$ cat config.mk
export PLATFORM = sky130hd
export DESIGN_NAME = utf8_to_utf16_transcoder
export DESIGN_NICKNAME = d
export VERILOG_FILES = /design/src/rtl/core/u2u16_pkg.sv /design/src/rtl/core/u2u16_ctrl.sv /design/src/rtl/core/u2u16_datapath.sv /design/src/rtl/core/utf8_to_utf16_transcoder.sv
export SDC_FILE = /design/constraint.sdc
export NUM_CORES = 1
export LEC_CHECK = 0
export ABC_AREA = 1
export BUFFER_PORTS_ARGS = -buffer_cell sky130_fd_sc_hd__buf_2
export CORE_ASPECT_RATIO = 1.25
export CORE_MARGIN = 5
export CORE_UTILIZATION = 60
export DETAILED_ROUTE_END_ITERATION = 10
export HOLD_SLACK_MARGIN = 0.02
export PLACE_DENSITY = 0.77
export REMOVE_ABC_BUFFERS = 1
export SYNTH_ARGS = -nofsm -noshare
export SYNTH_HDL_FRONTEND = slang
export SYNTH_SLANG_ARGS = --single-unit
$ cat constraint.sdc
create_clock -name clk -period 4.2 [get_ports clk]
set_input_delay 0.42 -clock clk [delete_from_list [all_inputs] [get_ports clk]]
set_output_delay 0.42 -clock clk [all_outputs]
set_load 0.02 [all_outputs]
$ cat src/rtl/core/u2u16_pkg.sv
// Shared types and constants of the UTF-8 to UTF-16 transcoder.
`default_nettype none

package u2u16_pkg;

  // Commands from the controller to the datapath.
  typedef struct packed {
    logic load;    // take the input byte into the queue
    logic step;    // decode one sequence at the head of the queue
    logic finish;  // close the byte: update halt state and pending bytes
    logic emit;    // move one buffered unit into the output register
  } cmd_t;

  // Status from the datapath to the controller.
  typedef struct packed {
    logic done;        // nothing more can be decoded for this byte
    logic has_units;   // at least one unit is buffered
    logic out_free;    // the output register can take a unit this cycle
    logic drain_last;  // the unit to be emitted is the final one
  } status_t;

  localparam logic [7:0]  LEAD2_MASK  = 8'hE0;
  localparam logic [7:0]  LEAD2_TAG   = 8'hC0;
  localparam logic [7:0]  LEAD3_MASK  = 8'hF0;
  localparam logic [7:0]  LEAD3_TAG   = 8'hE0;
  localparam logic [7:0]  LEAD4_MASK  = 8'hF8;
  localparam logic [7:0]  LEAD4_TAG   = 8'hF0;
  localparam logic [7:0]  CONT_MASK   = 8'hC0;
  localparam logic [7:0]  CONT_TAG    = 8'h80;
  localparam logic [20:0] MIN_CODE2   = 21'h00080;
  localparam logic [20:0] MIN_CODE3   = 21'h00800;
  localparam logic [20:0] MIN_CODE4   = 21'h10000;
  localparam logic [20:0] MAX_CODE    = 21'h10FFFF;
  localparam logic [20:0] SURR_LOW    = 21'h0D800;
  localparam logic [20:0] SURR_HIGH   = 21'h0DFFF;
  localparam logic [15:0] HI_SURR_BASE = 16'hD800;
  localparam logic [15:0] LO_SURR_BASE = 16'hDC00;
  localparam logic [5:0]  HI_SURR_TAG = 6'b110110;

endpackage

`default_nettype wire

$ cat src/rtl/core/u2u16_ctrl.sv
// Controller state machine of the transcoder: accept, decode, drain.
`default_nettype none

module u2u16_ctrl (
  input  wire logic              clk,
  input  wire logic              rst,
  input  wire logic              in_valid,
  output logic                   in_stall,
  input  u2u16_pkg::status_t     status,
  output u2u16_pkg::cmd_t        cmd
);

  localparam logic [1:0] ST_IDLE   = 2'd0;
  localparam logic [1:0] ST_DECODE = 2'd1;
  localparam logic [1:0] ST_DRAIN  = 2'd2;

  logic [1:0] state;
  logic [1:0] state_next;

  assign in_stall = (state != ST_IDLE);

  always_comb begin
    state_next = state;
    cmd        = '0;
    unique case (state)
      ST_IDLE: begin
        if (in_valid) begin
          cmd.load   = 1'b1;
          state_next = ST_DECODE;
        end
      end
      ST_DECODE: begin
        if (status.done) begin
          cmd.finish = 1'b1;
          state_next = status.has_units ? ST_DRAIN : ST_IDLE;
        end else begin
          cmd.step = 1'b1;
        end
      end
      ST_DRAIN: begin
        // The final unit may still sit in the output register while the next
        // byte is taken.
        if (status.out_free) begin
          cmd.emit = 1'b1;
          if (status.drain_last) begin
            state_next = ST_IDLE;
          end
        end
      end
      default: begin
        state_next = ST_IDLE;
      end
    endcase
  end

  always_ff @(posedge clk) begin
    if (rst) begin
      state <= ST_IDLE;
    end else begin
      state <= state_next;
    end
  end

endmodule

`default_nettype wire

$ cat src/rtl/core/u2u16_datapath.sv
// Datapath of the transcoder: byte queue, sequence decoder, unit buffer, output register.
`default_nettype none

module u2u16_datapath #(
  parameter int DRAFT_UNITS = 128
) (
  input  wire logic              clk,
  input  wire logic              rst,
  input  u2u16_pkg::cmd_t        cmd,
  output u2u16_pkg::status_t     status,
  input  wire logic [7:0]        text_byte,
  input  wire logic              first_of_text,
  input  wire logic              end_of_text,
  input  wire logic [7:0]        free_units,
  input  wire logic              out_stall,
  output logic                   out_valid,
  output logic [15:0]            utf16_unit,
  output logic                   last_of_run
);

  localparam int RW = $clog2(DRAFT_UNITS + 1);
  localparam int CW = (RW > 8) ? RW : 8;

  // Byte queue: held bytes followed by the new byte, head at entry 0.
  logic [7:0]    q [4];
  logic [2:0]    qlen;
  logic [RW-1:0] room;
  logic          halted;
  logic          eot;
  logic [15:0]   ubuf [3];
  logic [1:0]    ucount;
  logic [1:0]    rd_idx;

  logic [RW-1:0] load_room;
  logic          load_halt;

  logic [7:0]    head;
  logic [2:0]    len;
  logic          cont_bad;
  logic [20:0]   code;
  logic [19:0]   supp;
  logic          code_bad;
  logic          incomplete;
  logic [2:0]    sh;
  logic [1:0]    n_emit;
  logic [15:0]   u0;
  logic [15:0]   u1;
  logic [RW-1:0] room_dec;

  always_comb begin
    if (CW'(free_units) > CW'(DRAFT_UNITS)) begin
      load_room = RW'(DRAFT_UNITS);
    end else begin
      load_room = RW'(free_units);
    end
    if (first_of_text) begin
      load_halt = (load_room == '0);
    end else begin
      load_halt = halted;
    end
  end

  // Decode of the sequence at the head of the queue.
  always_comb begin
    head = q[0];
    if (!head[7]) begin
      len = 3'd1;
    end else if ((head & u2u16_pkg::LEAD2_MASK) == u2u16_pkg::LEAD2_TAG) begin
      len = 3'd2;
    end else if ((head & u2u16_pkg::LEAD3_MASK) == u2u16_pkg::LEAD3_TAG) begin
      len = 3'd3;
    end else if ((head & u2u16_pkg::LEAD4_MASK) == u2u16_pkg::LEAD4_TAG) begin
      len = 3'd4;
    end else begin
      len = 3'd0;
    end

    incomplete = (len >= 3'd2) && (qlen < len);
    cont_bad = ((len >= 3'd2) && ((q[1] & u2u16_pkg::CONT_MASK) != u2u16_pkg::CONT_TAG)) ||
               ((len >= 3'd3) && ((q[2] & u2u16_pkg::CONT_MASK) != u2u16_pkg::CONT_TAG)) ||
               ((len == 3'd4) && ((q[3] & u2u16_pkg::CONT_MASK) != u2u16_pkg::CONT_TAG));

    case (len)
      3'd2:    code = {10'd0, head[4:0], q[1][5:0]};
      3'd3:    code = {5'd0, head[3:0], q[1][5:0], q[2][5:0]};
      3'd4:    code = {head[2:0], q[1][5:0], q[2][5:0], q[3][5:0]};
      default: code = {13'd0, head};
    endcase

    code_bad = ((len == 3'd2) && (code < u2u16_pkg::MIN_CODE2)) ||
               ((len == 3'd3) && (code < u2u16_pkg::MIN_CODE3)) ||
               ((len == 3'd4) && (code < u2u16_pkg::MIN_CODE4)) ||
               (code > u2u16_pkg::MAX_CODE) ||
               ((code >= u2u16_pkg::SURR_LOW) && (code <= u2u16_pkg::SURR_HIGH));

    supp = 20'(code - u2u16_pkg::MIN_CODE4);
    u0   = code[15:0];
    u1   = u2u16_pkg::LO_SURR_BASE | {6'd0, supp[9:0]};
    n_emit   = 2'd0;
    room_dec = '0;
    sh       = 3'd1;

    if (len == 3'd1) begin
      n_emit   = 2'd1;
      room_dec = RW'(1);
    end else if (len != 3'd0 && !cont_bad) begin
      sh = len;
      if (!code_bad) begin
        if (code[20:16] == 5'd0) begin
          n_emit   = 2'd1;
          room_dec = RW'(1);
        end else if (room >= RW'(2)) begin
          n_emit   = 2'd2;
          room_dec = RW'(2);
          u0       = u2u16_pkg::HI_SURR_BASE | {6'd0, supp[19:10]};
        end
      end
    end
  end

  always_comb begin
    status.done       = (qlen == 3'd0) || (room == '0) || incomplete;
    status.has_units  = (ucount != 2'd0);
    status.out_free   = !out_valid || !out_stall;
    status.drain_last = (rd_idx == (ucount - 2'd1));
  end

  // Control state of the datapath.
  always_ff @(posedge clk) begin
    if (rst) begin
      qlen   <= 3'd0;
      room   <= '0;
      halted <= 1'b0;
      ucount <= 2'd0;
      rd_idx <= 2'd0;
    end else begin
      if (cmd.load) begin
        ucount <= 2'd0;
        if (first_of_text) begin
          room <= load_room;
        end
        halted <= load_halt;
        if (load_halt || first_of_text) begin
          qlen <= load_halt ? 3'd0 : 3'd1;
        end else begin
          qlen <= qlen + 3'd1;
        end
      end
      if (cmd.step) begin
        qlen   <= qlen - sh;
        room   <= room - room_dec;
        ucount <= ucount + n_emit;
      end
      if (cmd.finish) begin
        rd_idx <= 2'd0;
        if (room == '0 || eot) begin
          qlen   <= 3'd0;
          halted <= 1'b1;
        end
      end
      if (cmd.emit) begin
        rd_idx <= rd_idx + 2'd1;
      end
    end
  end

  // Queue contents and unit buffer need no reset.
  always_ff @(posedge clk) begin
    if (cmd.load) begin
      eot <= end_of_text;
      if (first_of_text) begin
        q[0] <= text_byte;
      end else begin
        q[qlen[1:0]] <= text_byte;
      end
    end
    if (cmd.step) begin
      for (int i = 0; i < 4; i++) begin
        if (3'(i) + sh < 3'd4) begin
          q[i] <= q[2'(3'(i) + sh)];
        end
      end
      if (n_emit != 2'd0 && ucount != 2'd3) begin
        ubuf[ucount] <= u0;
      end
      if (n_emit == 2'd2 && ucount < 2'd2) begin
        ubuf[ucount + 2'd1] <= u1;
      end
    end
    if (cmd.emit && rd_idx != 2'd3) begin
      utf16_unit  <= ubuf[rd_idx];
      last_of_run <= status.drain_last;
    end
  end

  always_ff @(posedge clk) begin
    if (rst) begin
      out_valid <= 1'b0;
    end else if (cmd.emit) begin
      out_valid <= 1'b1;
    end else if (!out_stall) begin
      out_valid <= 1'b0;
    end
  end

endmodule

`default_nettype wire

$ cat src/rtl/core/utf8_to_utf16_transcoder.sv
// Top level of the UTF-8 to UTF-16 transcoder.
//
// Input channel: one UTF-8 byte per transfer with in_valid/in_stall, plus the
// first_of_text and end_of_text marks and the destination room free_units,
// which is sampled only with the first byte and saturates at DRAFT_UNITS.
// Output channel: one UTF-16 unit per transfer with out_valid/out_stall;
// last_of_run marks the final unit caused by one input byte. A byte may cause
// zero to three units.
// Operation: a byte is taken into the queue, then the decoder steps through the
// sequences at the head of its four-byte queue, closes the byte, and moves the
// units one per cycle into the output register while the output does not stall.
// The worst case is a replay of three held bytes that yields three units.
// in_stall is high while a byte is decoded or its units are drained; the last
// unit may wait in the output register while the next byte is taken.
// A stall on the output holds the unit and freezes the drain.
// Reset clears the queue, the room and the halt state; before the first
// marked byte every byte is consumed with no output.
`default_nettype none

module utf8_to_utf16_transcoder #(
  parameter int DRAFT_UNITS = 128
) (
  input  wire logic        clk,
  input  wire logic        rst,
  input  wire logic        in_valid,
  output logic             in_stall,
  input  wire logic [7:0]  text_byte,
  input  wire logic        first_of_text,
  input  wire logic        end_of_text,
  input  wire logic [7:0]  free_units,
  output logic             out_valid,
  input  wire logic        out_stall,
  output logic [15:0]      utf16_unit,
  output logic             last_of_run
);

  u2u16_pkg::cmd_t    cmd;
  u2u16_pkg::status_t status;

  u2u16_ctrl u_ctrl (
    .clk      (clk),
    .rst      (rst),
    .in_valid (in_valid),
    .in_stall (in_stall),
    .status   (status),
    .cmd      (cmd)
  );

  u2u16_datapath #(
    .DRAFT_UNITS (DRAFT_UNITS)
  ) u_datapath (
    .clk           (clk),
    .rst           (rst),
    .cmd           (cmd),
    .status        (status),
    .text_byte     (text_byte),
    .first_of_text (first_of_text),
    .end_of_text   (end_of_text),
    .free_units    (free_units),
    .out_stall     (out_stall),
    .out_valid     (out_valid),
    .utf16_unit    (utf16_unit),
    .last_of_run   (last_of_run)
  );

endmodule

`default_nettype wire

Word-level counts from Yosys, hierarchy flattened
Memories as Yosys holds them, arrays and structs flattened. A register that Yosys moved wholly into a read port is not among the register bits.
Index checks and enable logic that the tools add are counted.
- memories kept: 2
- output and inout port bits: 19
- flip-flop bits (word level): 21
- memory bits (writable): 80
- logic and storage cells: 188
- memories (name ; words ; bits a word ; rd ports ; clocked after memory_dff ; write ports ; RTL line ; text):
    u_datapath.ubuf ; 3 ; 16 ; 1 ; 1 ; 2 ; u2u16_datapath.sv:30 ; logic [15:0] ubuf [3];
    u_datapath.q ; 4 ; 8 ; 8 ; 0 ; 3 ; u2u16_datapath.sv:25 ; logic [7:0] q [4];
- eq/ne operators: 21
- bitwise operators: 1
- mux-type cells: 86
- $add $sub $neg: 11
- order comparisons: 16
- reduce and logical (&&, ||, !) cells: 42
- operator list (cell ; number):
    2-to-1 mux 8 bit ; 11
    2-to-1 mux 16 bit ; 5
    one-hot mux 21 bit (3 select lines) ; 1
    2-to-1 mux 1 bit ; 39
    2-to-1 mux 2 bit ; 18
    2-to-1 mux 3 bit ; 11
    greater-or-equal comparator 21 x 16 -> 1 bit, second input constant ; 1
    > comparator 21 bit, second input constant ; 1
    <= comparator 21 x 16 -> 1 bit, second input constant ; 1
    < comparator 21 x 12 -> 1 bit, second input constant ; 1
    < comparator 21 x 17 -> 1 bit, second input constant ; 1
    < comparator 21 x 8 -> 1 bit, second input constant ; 1
    subtractor 20 x 17 -> 20 bit, second input constant ; 1
    inequality test 2 bit, second input constant ; 9
    zero test 8 bit ; 2
    OR reduction 8 bit ; 2
    logical AND 1 bit ; 12
    < comparator 3 bit, second input constant ; 4
    nonzero test 2 bit ; 6
    logical OR 1 bit ; 11
    greater-or-equal comparator 8 x 2 -> 1 bit, second input constant ; 1
    > comparator 8 bit, second input constant ; 1
    subtractor 8 bit ; 1
    adder 2 x 3 -> 3 bit, first input constant ; 2
    other kinds (27) ; 34

Depth between registers and ports, before layout
Gate-level depths: netlist of the first run.
An unclocked memory read counts as a cell.
- word-level depth: 22
- depth in mapped cells: 26
- mapped depth without buffers: 25

Modules after synthesis
A second synthesis of the first run with hierarchy kept.
- cell total of the unflattened synthesis: 1040
- area, all modules: 7763.7 µm²
- by module, submodules not included (module ; cells each ; area an instance (µm²) ; instances):
    u2u16_datapath ; 1017 ; 7623.6 ; 1
    u2u16_ctrl ; 23 ; 140.1 ; 1

Least setup slack after synthesis of the first run
OpenSTA, ideal clock, no wires.
- path kind: reg2reg
- start: memory u_datapath.q[0][4]
- end: register u_datapath.room[7]
- slack: 0.759 ns
- setup time: 0.132 ns
- arrival time: 3.308 ns
- period minus slack after synthesis: 3.441 ns
- required time: 4.068 ns
- cell stages (with the launch flop): 24
- cell sequence: edfxtp_1 nand2_4 nor2_8 nand2_2 inv_2 buf_6 nand2_1 ha_1 nand3_1 nor2_1 nand3_1 nor3_1 nand2_1 nand2_2 nand4_4 buf_4 ha_1 a211o_1 nor3_1 inv_1 nor3_1 xor2_1 o21ai_0 a21oi_1
- RTL lines (what ; RTL line ; text):
    from (decl) ; u2u16_datapath.sv:25 ;
    to (signal assigned) ; u2u16_datapath.sv:140 ; room <= load_room;
    to (signal assigned) ; u2u16_datapath.sv:151 ; room <= room - room_dec;
    to (decl) ; u2u16_datapath.sv:27 ; logic [RW-1:0] room;

==> results of run 1 <==
[layout make-up]
cell class	instances	area [um2]
clock buffers	22	508
clock inverters	10	91.3
fillers	1031	3760
inverters	95	359
multi-input cells	732	3720
flip-flops and latches	117	3140
well taps	164	205
repair buffers	63	373
[flip-flops by register name, summed over array words and instances, names as in the netlist]
signal / flops
u_datapath.out_valid: 1
u_datapath.ubuf: 48
u_datapath.room: 8
u_datapath.last_of_run: 1
u_datapath.qlen: 3
u_datapath.ucount: 2
u_datapath.utf16_unit: 16
u_datapath.q: 32
u_datapath.rd_idx: 2
u_ctrl.state: 2
u_datapath.halted: 1
u_datapath.eot: 1
[kinds of logic (layout without fill, tap and decap cells)]
logic type	Yosys count	count (layout)	share of synthesized area [%]
compound gates	200	200	14.3
xor+xnor	12	12	1.41
fa+ha+maj	21	21	3.72
buf+inv	140	190	8.21
flops	117	117	42.1
mux	2	2	0.268
simple gates	497	497	30.0
[stage by stage]
step           std cells  instance area [um2]
2_1_floorplan        944                 7210
3_3_place_gp        1171                 7800
3_5_place_dp        1171                 7800
4_1_cts             1203                 8400
5_1_grt             1203                 8400
6_report            1203                 8400
[per-layer routing]
layer / track usage (%) / routed length, um / vias to the layer above / part of all wire, %
met5: 0 / 0 / - / 0
met4: 14.6 / 769 / 0 / 4.1
met3: 4.69 / 1280 / 64 / 6.8
met2: 43.4 / 9360 / 293 / 50
met1: 32.0 / 7490 / 3073 / 40
li1: - / - / 3400 / -
[layout by cell type, fill, tap and decap left out, types with 5 or more instances in the layout]
cell,Yosys,final
nand3_1,56,56
nor3_1,10,10
nor2_2,7,7
xor2_1,7,7
edfxtp_1,80,80
inv_2,12,11
o21ai_1,43,43
a31oi_1,5,5
nand4_1,26,26
dfxtp_1,37,37
o22ai_1,6,6
o21ai_0,77,77
nand2_1,290,290
xnor2_1,5,5
or2_2,13,13
buf_2,9,40
nor2_1,70,70
inv_1,81,81
a21oi_1,52,52
ha_1,19,19
buf_4,6,23
nand3_2,9,9
clkbuf_16,0,20
[synthesized netlist by cell type, types with 2 or more instances]
library cell	n
nand2_1	290
inv_1	81
edfxtp_1	80
o21ai_0	77
nor2_1	70
nand3_1	56
a21oi_1	52
o21ai_1	43
dfxtp_1	37
nand4_1	26
clkbuf_1	21
ha_1	19
or2_2	13
inv_2	12
nor3_1	10
buf_2	9
nand3_2	9
buf_6	7
nor2_2	7
xor2_1	7
buf_4	6
o22ai_1	6
a31oi_1	5
xnor2_1	5
nand2_2	4
o21ai_2	4
a311oi_1	2
clkinv_1	2
fa_1	2
mux2i_1	2
nand3_4	2
nand4_2	2
nor2_4	2
o211ai_1	2
[worst max-delay path: cells and delay by family (launching register included)]
| kind | cells | cell delay (ps) |
|---|---|---|
| buffers and inverters | 3 | 290 |
| AOI/OAI and AO/OA | 1 | 270 |
| and+or+nand+nor | 13 | 1570 |
| adders and majority gates | 3 | 800 |
| xor gates and xnor gates | 1 | 140 |
| DFF | 1 | 560 |
[where the power goes]
part,switching [mW],internal [mW],total (mW)
Sequential,0.0452,1.28,1.33
Combinational,0.377,0.196,0.574
Clock,0.526,0.919,1.45
[worst max-delay path by stage]
| stage | start | end | slack [ps] | cells after the start |
|---|---|---|---|---|
| floorplan | u_datapath.q[0][7] | u_datapath.q[2][2] | 170 | 17 |
| global placement | u_datapath.q[0][6] | u_datapath.room[6] | 550 | 24 |
| detailed placement | u_datapath.q[0][6] | u_datapath.room[6] | 450 | 22 |
| CTS | u_datapath.q[0][6] | u_datapath.room[6] | 420 | 24 |
| global route | u_datapath.q[0][5] | u_datapath.room[6] | 10 | 22 |
| finish | u_datapath.q[0][5] | u_datapath.room[6] | 430 | 21 |
==> qor.txt, run 1 <==
status: complete, no violations
DRC Markers: 0
Hold EP: u_datapath.eot
Hold Crit Class: primary input to register
IO Count: 41
Synth area leaders: edfxtp_1 32%, nand2_1 15%, dfxtp_1 9.9%, o21ai_0 5.2%, inv_1 4.1%
Setup TNS: 0 ps
DRT antenna net count: 0
register area share after synthesis: 42.1%
die area: 0.0148 mm2
PD cells: 398 mW/mm2
Tot Pwr: 3.35 mW
pin count of the biggest net entering global routing: 43
first-pass GRT wire length: 30.7 mm
Yosys top cell by area: edfxtp_1
Post-CTS Resized: 0
first drt pass iteration count: 6
setup violators final: 0
dpl ws: 449 ps
Clk pin slew, worst setup/hold paths: 60 ps
Tcrit/Tclk final: 89.8%
crit path cell chain: nand2_4, nor2_8, nand2_2, inv_2, nand2_1, ha_1, nand4_1, nand3_1, nand3_2, nand4_1, nand2_1, ha_1, inv_1, fa_1, inv_1, nand2_1, nor3_1, xnor2_1, nor2_1, a311oi_1, nor2_1
DR WL/cell: 15.7 um
max_slew headroom: 40.5%
Critical Path RT: 4500 ps
FFs w/ async S/R, synth: 0%
Chip Width: 110 um
shortest period the worst path allows: 3770 ps
CP Launch Type: register
fmax: 265 MHz
worst-margin pin slew: 891 ps
final critical-path setup slack: 429 ps
vias in the first global route: 6,342
Synth cell types: 51
WL final: 18.9 mm
Core Util, Final: 69.1%
cell mode on critical path: nand2_1
Die Span Y: 135 um
Yosys reg bits: 117
unrepaired setup endpoints after global routing: false
Post-Synthesis Cells: 989
routed vias: 6,830
post-DP HPWL: 13.4 mm
Lkg Pwr: 3.79 nW
Min Hold Slack: 178 ps
crit path max-delay cell type: edfxtp_1
Mapped Avg Cell Area: 7.55 um2
initial antenna violation count: 0
clk root buf: clkbuf_16
Vias/cell: 5.68
Reg2Reg Depth: 21
top_reg_cell synth: edfxtp_1
number of flops mapped to enable cells by yosys: 80
layout cells sized above 1: 14.7%
Bufs on Longest Clock Path: 2
reg2reg setup slack: 430 ps
core area: 0.0122 mm2
crit end category: register
yosys warns: 0
worst ir drop on vdd: 0.265 mV
postcts setup bufs: 0
clock skew: 6.59 ps
H-tree depth: 4
Final GP Congestion: 1.05
hold path startpoint: end_of_text
Iter 0 DRT Violations: 579
Layout area overhead: 12.5%
row cnt: 45
Final Max Slew Viols: 0
total track usage: 26.3%
Final Hold Viols: 0
synthesized area: 0.00747 mm2
r2r endpoint: u_datapath.room[6]
CP Data Arrival Time: 4070 ps
number of nets in the layout: 1,069
clk sink count: 117
global route overflow: 0
initial core utilization: 61.4%
max-capacitance violation count: 0
Hold Path Depth: 1
worst skew pair latency: 420 ps
Ant. Diodes: 0
Yosys top cell area share: 32.2%
crit-path max FO: 11
CTS tree: built
max incr delay on CP: 560 ps
hold buffers post-CTS: 0
CP Class: register to register
Num CTS Buffers: 17
I/O Buffers: 40
r2r startpoint: u_datapath.q[0][5]
Note: power is estimated with default switching activity, not from simulation.
==> run 2: changes to the inputs <==
- CELL_PAD_IN_SITES_DETAIL_PLACEMENT: not set -> 1
- CELL_PAD_IN_SITES_GLOBAL_PLACEMENT: not set -> 1
- CORE_UTILIZATION: 60 -> 46
- CTS_BUF_LIST: not set -> sky130_fd_sc_hd__clkbuf_16
- PLACE_DENSITY: 0.77 -> 0.79
==> qor.txt, run 2 (synthesized netlist as in run 1, its figures left out) <==
IO Count: 41 (unchanged)
fmax: 262 MHz (-1.2%)
post-DP HPWL: 16.9 mm (+26%)
Final Non-Filler Cells: 1,258 (+4.6%)
biggest regs: u_datapath.ubuf x48, u_datapath.q x32, u_datapath.utf16_unit x16
dpl ws: 351 ps (-98.0 ps)
WL final: 22.9 mm (+21%)
number of nets in the layout: 1,072 (+0.28%)
Hold EP: u_datapath.eot
Final Hold Viols: 0 (unchanged)
Num CTS Buffers: 17 (unchanged)
Lkg Pwr: 3.82 nW (+0.90%)
Final GP Congestion: 0.933 (-11%)
reg2reg setup slack: 380 ps (-50 ps)
Critical Path RT: 4500 ps (about the same)
core area: 0.0161 mm2 (+32%)
crit end category: register
Tcrit/Tclk final: 90.9% (+1.1 points)
CP Launch Type: register
Min Hold Slack: 177 ps (-1.70 ps)
initial antenna violation count: 0 (unchanged)
Final Max Slew Viols: 0 (unchanged)
max_slew headroom: 34.4% (-6.1 points)
fill cell total of the finished layout: 2,054 (+99%)
crit-path max FO: 10 (-1)
final critical-path setup slack: 384 ps (-45.2 ps)
setup violators final: 0 (unchanged)
hold buffers post-CTS: 0 (unchanged)
Vias/cell: 5.61 (-1.1%)
Bufs on Longest Clock Path: 2 (unchanged)
layout cells sized above 1: 15.5% (+0.73 points)
Die Span Y: 152 um (+13%)
Setup TNS: 0 ps (unchanged)
Hold Crit Class: primary input to register
shortest period the worst path allows: 3820 ps (+45.2 ps)
worst-margin pin slew: 982 ps (+91.2 ps)
pin count of the biggest net entering global routing: 43 (unchanged)
max-capacitance violation count: 0 (unchanged)
I/O Buffers: 40 (unchanged)
commonest cells after routing, fill and taps aside: 289 x nand2_1, 81 x inv_1, 80 x edfxtp_1
routed vias: 7,063 (+3.4%)
total track usage: 25.1% (-1.2 points)
Met1 Wirelength: 9.57 mm (+28%)
hold path startpoint: end_of_text
CP Data Arrival Time: 4120 ps (+50 ps)
initial core utilization: 46.5% (-15 points)
Tot Pwr: 3.44 mW (+2.8%)
Core Util, Final: 53.0% (-16 points)
vias in the first global route: 7,333 (+16%)
status: complete, no violations
Placed Cells: 1,225 (+4.6%)
first-pass GRT wire length: 37.4 mm (+22%)
r2r startpoint: u_datapath.q[0][5]
Ant. Diodes: 0 (unchanged)
row cnt: 52 (+16%)
worst ir drop on vdd: 0.298 mV (+13%)
Layout area overhead: 14.0%
metal3 WL: 726 um (-43%)
Iter 0 DRT Violations: 501 (-13%)
CTS tree: built
DRT antenna net count: 0 (unchanged)
DR WL/cell: 18.2 um (+16%)
Largest Register: u_datapath.ubuf
clock skew: 6.14 ps (-0.444 ps)
max FFs per register: 48 (unchanged)
Clk pin slew, worst setup/hold paths: 60 ps (about the same)
DRC Markers: 0 (unchanged)
Hold Path Depth: 1 (unchanged)
first drt pass iteration count: 7 (+1)
CP Class: register to register
H-tree depth: 4 (unchanged)
r2r endpoint: u_datapath.room[7]
Placed Area: 0.00788 mm2 (+1.1%)
PD cells: 404 mW/mm2 (+1.4%)
clk root buf: clkbuf_16
worst skew pair latency: 420 ps (about the same)
commonest non-fill, non-tap cell in the layout: nand2_1
die area: 0.0189 mm2 (+28%)
Top Metal Used: met4
Chip Width: 124 um (+13%)
wire length on met2: 12.1 mm (+29%)
global route overflow: 0 (unchanged)
Reg2Reg Depth: 19 (-9.5%)
post-route cell area: 0.00852 mm2 (+1.4%)
clk sink count: 117 (unchanged)
run 2: changes by cell type in the layout (fill, tap and decap cells not counted), sizes merged:
| cell | before | now |
|---|---|---|
| clkbuf | 22 | 19 |
| buf | 63 | 66 |
| clkinv | 8 | 7 |
| bufinv | 1 | 2 |
| inv | 95 | 99 |
| clkinvlp | 1 | 0 |
run 2: worst max-delay path by stage:
stage	slack, ps	cells past startpoint	from	to
6_report	380	19	u_datapath.q[0][5]	u_datapath.room[7]
5_1_grt	-3	24	u_datapath.q[0][6]	u_datapath.room[6]
4_1_cts	310	22	u_datapath.q[0][6]	u_datapath.room[6]
3_5_place_dp	350	22	u_datapath.q[0][6]	u_datapath.room[6]
3_3_place_gp	500	22	u_datapath.q[0][5]	u_datapath.room[6]
2_1_floorplan	170	17	u_datapath.q[0][7]	u_datapath.q[2][2]
run 2: worst max-delay path: stages (launching register included):
cell	delay, ps
edfxtp_1	530
nand2_4	140
nor2_8	160
nand2_2	70
buf_4	190
o21ai_1	150
nand2_2	130
nor3_1	260
nand2_1	110
nand3_1	100
nand3_1	180
nand4_4	240
ha_1	260
a211o_1	330
nor3_1	220
inv_1	80
nor3_1	200
xor2_1	100
o21ai_0	150
a21oi_1	80
run 2: final cells by class:
class                      instances  area [um2]  area share [%]
tap                              216         270            3.17
timing repair buffer              66         395            4.64
sequential                       117        3140            36.9
inverter                          95         359            4.22
multi-input combinational        732        3740            43.9
clock inverter                    13         139            1.63
clock buffer                      19         475            5.58
run 2: metal layers:
layer	track usage, %	vias up
met5	0	-
met4	8.77	0
met3	4.16	41
met2	44.3	150
met1	30.3	3456
li1	-	3416
run 2: repair_timing:
action,CTS,global route
resized for setup,0,5
hold endpoints to repair,0,0
buffers inserted,0,1
endpoints found under the setup margin,0,2
run 2: power breakdown:
part	internal (mW)	total [mW]	switching, mW
sequential	1.28	1.32	0.0416
clock	0.948	1.50	0.556
combinational	0.203	0.612	0.410
total	2.43	3.44	1.01
==> run 3: changes to the inputs <==
- CORE_MARGIN: 5 -> not set
- CORE_UTILIZATION: 46 -> 47
- CTS_BUF_LIST: sky130_fd_sc_hd__clkbuf_16 -> sky130_fd_sc_hd__clkbuf_4
- PLACE_DENSITY: 0.79 -> 0.8
==> qor.txt, run 3 (synthesized netlist as in run 1, its figures left out) <==
layout cells sized above 1: 14.9% (-0.53 points)
Hold Crit Class: primary input to register
max FFs per register: 48 (unchanged)
commonest cells after routing, fill and taps aside: 290 x nand2_1, 81 x inv_1, 80 x edfxtp_1
Core Util, Final: 52.3% (-0.73 points)
crit end category: register
row cnt: 51 (-1.9%)
Sw Pwr: 0.909 mW (-9.8%)
die area: 0.0164 mm2 (-13%)
sw frac: 33.2% (+3.9 points)
WL final: 21.7 mm (-5.3%)
worst skew pair latency: 560 ps (+140 ps)
status: complete, no violations
Bufs on Longest Clock Path: 2 (unchanged)
CP Data Arrival Time: 4280 ps (+160 ps)
Crit path depth: 22 (+3)
crit-path max FO: 10 (unchanged)
post-route cell area: 0.00814 mm2 (-4.5%)
max-capacitance violation count: 0 (unchanged)
Final GP Congestion: 0.885 (-5.1%)
Layout area overhead: 8.96%
IO Count: 41 (unchanged)
Vias/cell: 5.45 (-3.0%)
Tcrit/Tclk final: 91.3% (+0.43 points)
max incr delay on CP: 560 ps (+30 ps)
pin count of the biggest net entering global routing: 43 (unchanged)
clk root buf: clkbuf_4
P_int: 1.83 mW (-25%)
postcts setup bufs: 0 (unchanged)
commonest non-fill, non-tap cell in the layout: nand2_1
clock skew: 18.0 ps (+11.9 ps)
shortest period the worst path allows: 3830 ps (+17.9 ps)
CP delay by family, top: simple AND/OR/NAND/NOR gates
fmax: 261 MHz (-0.47%)
H-tree depth: 4 (unchanged)
initial core utilization: 48.0% (+1.5 points)
routed vias: 6,821 (-3.4%)
DRC Markers: 0 (unchanged)
Setup TNS: 0 ps (unchanged)
Comb power frac: 21.6% (+3.8 points)
Clk pin slew, worst setup/hold paths: 110 ps (+50 ps)
Flop pwr share: 48.3% (+9.8 points)
first-pass GRT wire length: 35.4 mm (-5.4%)
Iter 0 DRT Violations: 352 (-30%)
Final Hold Viols: 0 (unchanged)
core area: 0.0156 mm2 (-3.1%)
CP Class: register to register
unrepaired setup endpoints after global routing: false
max_slew headroom: 34.9% (+0.47 points)
initial antenna violation count: 1 (+1)
Critical Path RT: 4640 ps (+140 ps)
Placed Area: 0.00785 mm2 (-0.35%)
worst path bufs/invs: 4 (+2)
CTS tree: built
Largest Register: u_datapath.ubuf
CP Launch Type: register
first drt pass iteration count: 6 (-1)
PD cells: 337 mW/mm2 (-17%)
setup violators final: 0 (unchanged)
Num CTS Buffers: 17 (unchanged)
I/O Buffers: 40 (unchanged)
Hold Path Depth: 3 (+2)
Die Span Y: 143 um (-6.2%)
Final Max Slew Viols: 0 (unchanged)
Chip Width: 115 um (-7.4%)
clock power share: 30.1% (-14 points)
cell mode on critical path: nand2_1
global route overflow: 0 (unchanged)
DRT antenna net count: 0 (unchanged)
post-DP HPWL: 16.2 mm (-4.5%)
worst-margin pin slew: 975 ps (-7.10 ps)
total track usage: 28.2% (+3.2 points)
vias in the first global route: 6,864 (-6.4%)
number of nets in the layout: 1,069 (-0.28%)
crit path cell chain: inv_2, nor2_4, nand2_2, inv_2, nand2_1, nand4_2, nand2_1, nor2_2, nand3_1, nand3_2, nand4_1, nand2_1, ha_1, inv_1, fa_1, inv_1, nand2_1, nor3_1, xnor2_1, nor2_1, a311oi_1, nor2_1
Lkg Pwr: 3.66 nW (-4.3%)
crit path max-delay cell type: edfxtp_1
biggest regs: u_datapath.ubuf x48, u_datapath.q x32, u_datapath.utf16_unit x16
Reg2Reg Depth: 22 (+3)
DR WL/cell: 17.3 um (-4.8%)
clk sink count: 117 (unchanged)
worst ir drop on vdd: 0.210 mV (-30%)
[run 3: tightest hold or removal path: stages]
cell      delay, ps
buf_2           100
a311oi_1         80
nor2_1           90
[run 3: repair_timing]
| action | 4_1_cts | 5_1_grt |
|---|---|---|
| setup endpoints to repair | 0 | 2 |
| gates resized for setup | 0 | 3 |
| hold buffers | 1 | 0 |
| hold endpoints to repair | 1 | 0 |
[run 3: power groups by stage]
stage          Sequential [mW]  Combinational (mW)  Clock, mW
2_1_floorplan             1.34               0.414          0
3_3_place_gp              1.35               0.571          0
3_5_place_dp              1.35               0.587          0
4_1_cts                   1.32               0.592      0.845
5_1_grt                   1.33               0.673      0.879
6_report                  1.32               0.593      0.825
[run 3: final cells by class]
type	instances	area [um2]
flip-flops and latches	117	3140
repair buffers	63	375
fillers	2045	7430
well taps	212	265
clock buffers	18	135
multi-input cells	732	3730
inverters	95	359
diodes	1	2.50
clock inverters	14	130
[run 3: through the flow]
stage	cells	worst slack (ps)	power, mW	hold WS [ps]
2_1_floorplan	944	167	1.75	429
3_3_place_gp	1218	501	1.92	442
3_5_place_dp	1218	348	1.94	444
4_1_cts	1251	330	2.76	125
5_1_grt	1252	26.8	2.88	141
6_report	1252	366	2.74	166
[run 3: final timing paths]
| check | start | end | slack, ps |
|---|---|---|---|
| max | u_datapath.q[0][5] | u_datapath.room[6] | 370 |
| min | free_units[2] | u_datapath.room[2] | 170 |
| max reg2reg | u_datapath.q[0][5] | u_datapath.room[6] | 370 |
| min reg2reg | u_datapath.ubuf[0][12] | u_datapath.ubuf[0][12] | 470 |
[run 3: layer usage]
metal	share of wire, %	vias up	track usage (%)
li1	-	3389	-
met1	43	3257	33.5
met2	52	136	51.4
met3	3.2	39	3.74
met4	2.4	0	10.5
met5	0	-	0
